[config.mk]
export PLATFORM = sky130hd
export DESIGN_NAME = tps_ctrl
export DESIGN_NICKNAME = d
export VERILOG_FILES = /design/src/rtl/core/tps_pkg.sv /design/src/rtl/core/tps_ctrl.sv
export SDC_FILE = /design/constraint.sdc
export NUM_CORES = 1
export LEC_CHECK = 0
export BUFFER_PORTS_ARGS = -buffer_cell sky130_fd_sc_hd__buf_2
export CAP_MARGIN = 15
export CORE_AREA = 2 2 39 41
export CTS_CLUSTER_DIAMETER = 50
export DETAILED_ROUTE_END_ITERATION = 10
export DIE_AREA = 0 0 41 43
export PLACE_DENSITY = 0.7
export SYNTH_ARGS = -nofsm -noshare
export SYNTH_HDL_FRONTEND = slang
export SYNTH_SLANG_ARGS = --single-unit
export TNS_END_PERCENT = 1
[constraint.sdc]
create_clock -name clock -period 1.9 [get_ports clock]
set_input_delay 0.095 -clock clock [delete_from_list [all_inputs] [get_ports clock]]
set_output_delay 0.095 -clock clock [all_outputs]
set_load 0.03 [all_outputs]
[src/rtl/core/tps_pkg.sv]
`default_nettype none

package tps_pkg;

   // Axis count and configuration register map
   localparam int NUM_AXES  = 3;
   localparam int CSR_IDX_W = 2;
   localparam int CSR_DAT_W = 16;

   localparam logic [CSR_IDX_W-1:0] CSR_HOME_X = 2'd0;
   localparam logic [CSR_IDX_W-1:0] CSR_HOME_Y = 2'd1;
   localparam logic [CSR_IDX_W-1:0] CSR_HOME_Z = 2'd2;
   localparam logic [CSR_IDX_W-1:0] CSR_GAIN   = 2'd3;

   localparam logic [8:0] GAIN_RESET = 9'd102;
   localparam logic [8:0] GAIN_FULL  = 9'd256;

   // Raw clamp limits in micrometers
   localparam logic [15:0] X_LIMIT  = 16'd35000;
   localparam logic [15:0] YZ_LIMIT = 16'd50000;

   // Scale to Q8.8 percent: X is mag*128/175, Y and Z are mag*64/125.
   // Exact floor by reciprocal since mag stays below 2^SCALE_SHIFT / 175.
   localparam int SCALE_SHIFT = 24;
   localparam logic [23:0] X_RECIP  = 24'(((64'd1 << 31) + 64'd174) / 64'd175);
   localparam logic [23:0] YZ_RECIP = 24'(((64'd1 << 30) + 64'd124) / 64'd125);

   // +/-100.0 percent in Q8.8
   localparam logic signed [16:0] PCT_POS = 17'sd25600;
   localparam logic signed [16:0] PCT_NEG = -17'sd25600;

   // CORDIC datapath
   localparam int CORDIC_W    = 26;
   localparam int PRESCALE    = 8;
   localparam int ATAN_IDX_W  = 5;
   localparam logic [15:0] ANGLE_PI = 16'h8000;

   typedef struct packed {
      logic ld_in;
      logic scale;
      logic cond;
      logic mult;
      logic filt;
      logic cinit;
      logic citer;
      logic load_out;
   } tps_cmd_type;

   // round(atan(2^-i) * 32768 / pi)
   function automatic logic [15:0] atan_entry(input logic [ATAN_IDX_W-1:0] idx);
      logic [15:0] val;
      case (idx)
         5'd0:    val = 16'd8192;
         5'd1:    val = 16'd4836;
         5'd2:    val = 16'd2555;
         5'd3:    val = 16'd1297;
         5'd4:    val = 16'd651;
         5'd5:    val = 16'd326;
         5'd6:    val = 16'd163;
         5'd7:    val = 16'd81;
         5'd8:    val = 16'd41;
         5'd9:    val = 16'd20;
         5'd10:   val = 16'd10;
         5'd11:   val = 16'd5;
         5'd12:   val = 16'd3;
         5'd13:   val = 16'd1;
         5'd14:   val = 16'd1;
         default: val = 16'd0;
      endcase
      return val;
   endfunction

endpackage

`default_nettype wire

[src/rtl/core/tps_ctrl.sv]
`default_nettype none

module tps_ctrl #(
   parameter int CORDIC_STEPS = 16
) (
   input  wire logic                             clock,
   input  wire logic                             reset,
   input  wire logic                             req_valid,
   output logic                                  req_stall,
   output logic                                  rsp_valid,
   input  wire logic                             rsp_stall,
   output tps_pkg::tps_cmd_type                  cmd,
   output logic [$clog2(CORDIC_STEPS)-1:0]       step
);
   import tps_pkg::*;

   localparam int STEP_W = $clog2(CORDIC_STEPS);
   localparam logic [STEP_W-1:0] LAST_STEP = STEP_W'(CORDIC_STEPS - 1);

   localparam logic [2:0] ST_IDLE  = 3'd0;
   localparam logic [2:0] ST_SCALE = 3'd1;
   localparam logic [2:0] ST_COND  = 3'd2;
   localparam logic [2:0] ST_MULT  = 3'd3;
   localparam logic [2:0] ST_FILT  = 3'd4;
   localparam logic [2:0] ST_CINIT = 3'd5;
   localparam logic [2:0] ST_ITER  = 3'd6;
   localparam logic [2:0] ST_OUT   = 3'd7;

   logic [2:0]        state_ff, state_in;
   logic [STEP_W-1:0] step_ff, step_in;
   logic              rsp_valid_ff, rsp_valid_in;
   logic              out_free;

   assign out_free = !rsp_valid_ff || !rsp_stall;

   always_comb begin
      state_in = state_ff;
      step_in  = step_ff;
      cmd      = '0;
      case (state_ff)
         ST_IDLE: begin
            if (req_valid) begin
               cmd.ld_in = 1'b1;
               state_in  = ST_SCALE;
            end
         end
         ST_SCALE: begin
            cmd.scale = 1'b1;
            state_in  = ST_COND;
         end
         ST_COND: begin
            cmd.cond = 1'b1;
            state_in = ST_MULT;
         end
         ST_MULT: begin
            cmd.mult = 1'b1;
            state_in = ST_FILT;
         end
         ST_FILT: begin
            cmd.filt = 1'b1;
            state_in = ST_CINIT;
         end
         ST_CINIT: begin
            cmd.cinit = 1'b1;
            step_in   = '0;
            state_in  = ST_ITER;
         end
         ST_ITER: begin
            cmd.citer = 1'b1;
            if (step_ff == LAST_STEP) begin
               state_in = ST_OUT;
            end else begin
               step_in = step_ff + 1'b1;
            end
         end
         ST_OUT: begin
            if (out_free) begin
               cmd.load_out = 1'b1;
               state_in     = ST_IDLE;
            end
         end
         default: begin
            state_in = ST_IDLE;
         end
      endcase
   end

   always_comb begin
      if (cmd.load_out) begin
         rsp_valid_in = 1'b1;
      end else if (rsp_stall) begin
         rsp_valid_in = rsp_valid_ff;
      end else begin
         rsp_valid_in = 1'b0;
      end
   end

   always_ff @(posedge clock) begin
      if (reset) begin
         state_ff     <= ST_IDLE;
         step_ff      <= '0;
         rsp_valid_ff <= 1'b0;
      end else begin
         state_ff     <= state_in;
         step_ff      <= step_in;
         rsp_valid_ff <= rsp_valid_in;
      end
   end

   assign req_stall = (state_ff != ST_IDLE);
   assign rsp_valid = rsp_valid_ff;
   assign step      = step_ff;

   a_no_overwrite: assert property (@(posedge clock) disable iff (reset)
      cmd.load_out |-> !(rsp_valid_ff && rsp_stall))
      else $error("result register overwritten while held");

   a_busy_after_accept: assert property (@(posedge clock) disable iff (reset)
      (req_valid && !req_stall) |=> (req_stall && !cmd.load_out))
      else $error("request taken without going busy");

   a_loaded_shows: assert property (@(posedge clock) disable iff (reset)
      cmd.load_out |=> rsp_valid)
      else $error("loaded result not presented");

   a_step_range: assert property (@(posedge clock) disable iff (reset)
      (state_ff == ST_ITER) |-> (step_ff <= LAST_STEP))
      else $error("CORDIC step out of range");

endmodule

`default_nettype wire

==> impl_metrics.xml <==
<?xml version="1.0" encoding="UTF-8"?>
<metrics>
  <group name="status">
    <metric name="outcome" unit="">finished, final reports clean</metric>
  </group>
  <group name="hold_path">
    <metric name="hold_ep" unit="">step[0]$_SDFFE_PP0P_</metric>
    <metric name="min_path_cells" unit="">2</metric>
    <metric name="holdCritPathClass" unit="">input pin to register</metric>
    <metric name="worst_hold_startpoint" unit="">reset</metric>
  </group>
  <group name="power">
    <metric name="irDropWorstVdd" unit="µV">637</metric>
    <metric name="static-leakage-power" unit="nW">0.307</metric>
    <metric name="power_per_cell_area" unit="mW/mm²">1350</metric>
  </group>
  <group name="global_route">
    <metric name="grt_use_total" unit="%">15.8</metric>
    <metric name="overflow" unit="">0</metric>
    <metric name="grt_antenna_before_repair" unit="">0</metric>
    <metric name="first_pass_grt_wire_length" unit="µm">1860</metric>
    <metric name="largest_net_degree_at_the_start_of_global_routing" unit="">15</metric>
    <metric name="first_global_vias" unit="">452</metric>
  </group>
  <group name="drt">
    <metric name="wire_per_inst" unit="µm">11.6</metric>
    <metric name="dr.pass1.iters" unit="">4</metric>
    <metric name="detail_route.vias_per_cell" unit="">5.44</metric>
    <metric name="detail_route.drc_violations" unit="">0</metric>
    <metric name="routed_wirelength" unit="µm">1100</metric>
    <metric name="postRouteAntennaNets" unit="">0</metric>
    <metric name="dr.first_iter.drc_count" unit="">9</metric>
    <metric name="via_count" unit="">517</metric>
  </group>
  <group name="setup_path">
    <metric name="timing.critical_path.depth" unit="">4</metric>
    <metric name="worst_path_dominant_cell_family" unit="">buffers and inverters</metric>
    <metric name="required" unit="ns">1.80</metric>
    <metric name="rrSetupSlack" unit="ns">0.32</metric>
    <metric name="critPathLaunch" unit="">state_ff[0]$_SDFFE_PP0P_</metric>
    <metric name="critical-path-slowest-cell" unit="">dfxtp_1</metric>
    <metric name="cp_data_arrival_time" unit="ns">1.51</metric>
    <metric name="cpPeakStageDelay" unit="ns">0.33</metric>
    <metric name="critical_path.reg2reg.endpoint" unit="">state_ff[0]$_SDFFE_PP0P_</metric>
    <metric name="worstPathMaxFanout" unit="">7</metric>
    <metric name="rr_worst_depth" unit="">5</metric>
    <metric name="worst-setup-path-type" unit="">register to output pin</metric>
    <metric name="worstReg2RegStart" unit="">state_ff[0]$_SDFFE_PP0P_</metric>
    <metric name="critical_path.cell_chain" unit="">inv_1 &gt; ha_1 &gt; and2_1 &gt; buf_2</metric>
    <metric name="buffer_and_inverter_count_on_the_worst_path" unit="">2</metric>
    <metric name="worstSetupStartpointType" unit="">register</metric>
    <metric name="end_kind" unit="">output pin</metric>
  </group>
  <group name="layout">
    <metric name="layout-drive-gt1-share" unit="%">29.1</metric>
    <metric name="area_growth_syn_to_layout" unit="%">19.3</metric>
    <metric name="insertedDiodeCount" unit="">0</metric>
    <metric name="finish.net_count" unit="">90</metric>
    <metric name="num-fill-cells" unit="">149</metric>
  </group>
  <group name="cts">
    <metric name="cts_made_buffers" unit="">3</metric>
    <metric name="post-cts-setup-buffer-count" unit="">0</metric>
    <metric name="cts_htree_levels" unit="">1</metric>
    <metric name="clk_transition_reported_paths" unit="ns">0.06</metric>
    <metric name="cts_hold_buf" unit="">0</metric>
    <metric name="worst_skew_pair.late_latency" unit="ns">0.26</metric>
    <metric name="cts-root-to-sink-buffers" unit="">2</metric>
    <metric name="tritoncts" unit="">built</metric>
    <metric name="clkSinkCount" unit="">8</metric>
    <metric name="clk_root_buffer_cell" unit="">clkbuf_4</metric>
    <metric name="ctsResizeCount" unit="">0</metric>
  </group>
  <group name="floorplanning">
    <metric name="pin_count" unit="">18</metric>
    <metric name="area_of_the_die" unit="mm²">0.00176</metric>
    <metric name="core.rowCount" unit="">14</metric>
    <metric name="initial_core_utilization" unit="%">38.8</metric>
    <metric name="die_h" unit="µm">43</metric>
    <metric name="core_region_area" unit="mm²">0.00138</metric>
    <metric name="dieWidth" unit="µm">41</metric>
  </group>
  <group name="placed_design">
    <metric name="port_buffers" unit="">17</metric>
    <metric name="place_congestion" unit="">0.815</metric>
    <metric name="hpwlAfterDp" unit="µm">824</metric>
    <metric name="dp_slack" unit="ns">0.346</metric>
  </group>
  <group name="sta">
    <metric name="fin_crit_sh" unit="%">84.7</metric>
    <metric name="grt_setup_unrepaired" unit="">false</metric>
    <metric name="tightest_slew" unit="ns">0.369</metric>
    <metric name="worst_slew_margin_rel" unit="%">75.4</metric>
    <metric name="fmax" unit="MHz">621</metric>
    <metric name="setup_tns" unit="ns">0</metric>
    <metric name="setup_ws" unit="ns">0.291</metric>
    <metric name="skew" unit="ns">0.00637</metric>
    <metric name="fin_crit" unit="ns">1.61</metric>
    <metric name="finalMaxSlewViolations" unit="">0</metric>
    <metric name="setup_failing_eps_final" unit="">0</metric>
    <metric name="endpoints_failing_hold" unit="">0</metric>
  </group>
  <group name="yosys">
    <metric name="ys.warnings.count" unit="">0</metric>
    <metric name="synth-seq-area-share" unit="%">29.8</metric>
    <metric name="post_synthesis_share_of_cell_area_spent_on_and_or_nand_and_nor_gates" unit="%">27.7</metric>
    <metric name="synth-edff-count" unit="">0</metric>
    <metric name="synthesis.area" unit="µm²">537</metric>
    <metric name="async_flop_share" unit="%">0</metric>
    <metric name="synthMostInstantiatedCell" unit="">dfxtp_1</metric>
    <metric name="synth_top_cell_area_share" unit="%">29.8</metric>
    <metric name="post_synth_main_area_contributors" unit="">dfxtp_1 (30%), ha_1 (12%), a21oi_1 (4.7%)</metric>
    <metric name="synth.top_cells.by_count" unit="">dfxtp_1 (8), nand2_1 (6), a21oi_1 (5), ha_1 (5)</metric>
    <metric name="ys_seq_elements" unit="">8</metric>
    <metric name="postSynth.topFlopCell" unit="">dfxtp_1</metric>
    <metric name="netlist-cell-type-count" unit="">26</metric>
    <metric name="compound_gate_portion_of_the_synthesized_area" unit="%">19.8</metric>
    <metric name="largest_family_of_logic_cells_by_synthesized_area" unit="">simple AND/OR/NAND/NOR gates</metric>
    <metric name="yosysTopAreaCell" unit="">dfxtp_1</metric>
    <metric name="synth-adder-area-share" unit="%">11.7</metric>
    <metric name="mappedNetlistNets" unit="">71</metric>
    <metric name="synth_xor_xnor_area_share" unit="%">0</metric>
    <metric name="post_synth.cell_area_avg" unit="µm²">8.66</metric>
    <metric name="syn_inst" unit="">62</metric>
    <metric name="yosys-mux-area-fraction" unit="%">3.73</metric>
  </group>
  <group name="flow_run">
    <metric name="max-cap-violations" unit="">0</metric>
  </group>
</metrics>
## how the worst max path moves through the flow
stage | end | slack [ns]
floorplan | state_ff[0]$_SDFFE_PP0P_ | 0.37
global placement | state_ff[0]$_SDFFE_PP0P_ | 0.39
detailed placement | state_ff[0]$_SDFFE_PP0P_ | 0.35
CTS | cmd[1] | 0.30
global route | cmd[1] | 0.20
finish | cmd[1] | 0.29
## power breakdown
group	total (W)	switching (W)	internal [W]
clock	0.000135	0.0000624	0.0000726
combinational	0.000478	0.000305	0.000173
sequential	0.000250	0.0000494	0.000201
total	0.000864	0.000417	0.000447
## registers in the layout, indices dropped and copies added (netlist names)
register / cells
state_ff: 3
step: 4
rsp_valid: 1
## cells in the final DEF, fill, tap and decap left out, drive strengths merged, types with 3 or more instances in the layout
cell	instances
nor2b	3
inv	4
clkbuf	3
dfxtp	8
a21oi	5
nand2	6
and2	3
ha	5
o21ai	4
buf	17
nor2	3
## stage by stage
step,power [W],utilization (%),hold slack (ns),instances,area (µm²)
2_1_floorplan,0.000628,-,0.164,62,537
3_3_place_gp,0.000728,44.7,0.365,92,618
3_5_place_dp,0.000731,44.7,0.372,92,618
4_1_cts,0.000870,46.3,0.103,95,641
5_1_grt,0.000934,46.3,0.108,95,641
6_report,0.000864,46.3,0.0912,95,641
## cell type report
type,instances,area (µm²),share of cell area [%]
multi-input cells,47,338,52.7
flip-flops and latches,8,160,25.0
repair buffers,17,85.1,13.3
clock buffers,3,22.5,3.52
well taps,16,20.0,3.13
inverters,4,15.0,2.34
## worst register-to-register path: cells and delay by family (launching register included)
kind / cells / cell delay [ns]
adder cells (fa/ha/maj): 1 / 0.26
AND/OR/NAND/NOR: 1 / 0.27
AO/OA/AOI/OAI: 1 / 0.31
buffers and inverters: 1 / 0.08
flip-flops: 1 / 0.37
multiplexers: 1 / 0.21
## routing by layer
metal / global-route usage, % / vias up / wire, µm
met1: 18.3 / 243 / 458
li1: - / 257 / -
met4: 10.0 / 0 / 34
met2: 24.1 / 12 / 566
met5: 0 / - / 0
met3: 4.71 / 5 / 42
## kinds of logic (layout without fill, tap and decap cells)
logic type / count (synthesis) / in the layout
adder cells (fa/ha/maj): 5 / 5
buffers and inverters: 7 / 24
flip-flops: 8 / 8
AO/OA/AOI/OAI: 15 / 15
multiplexers: 2 / 2
AND/OR/NAND/NOR: 25 / 25
(Power assumes the default switching activity.)
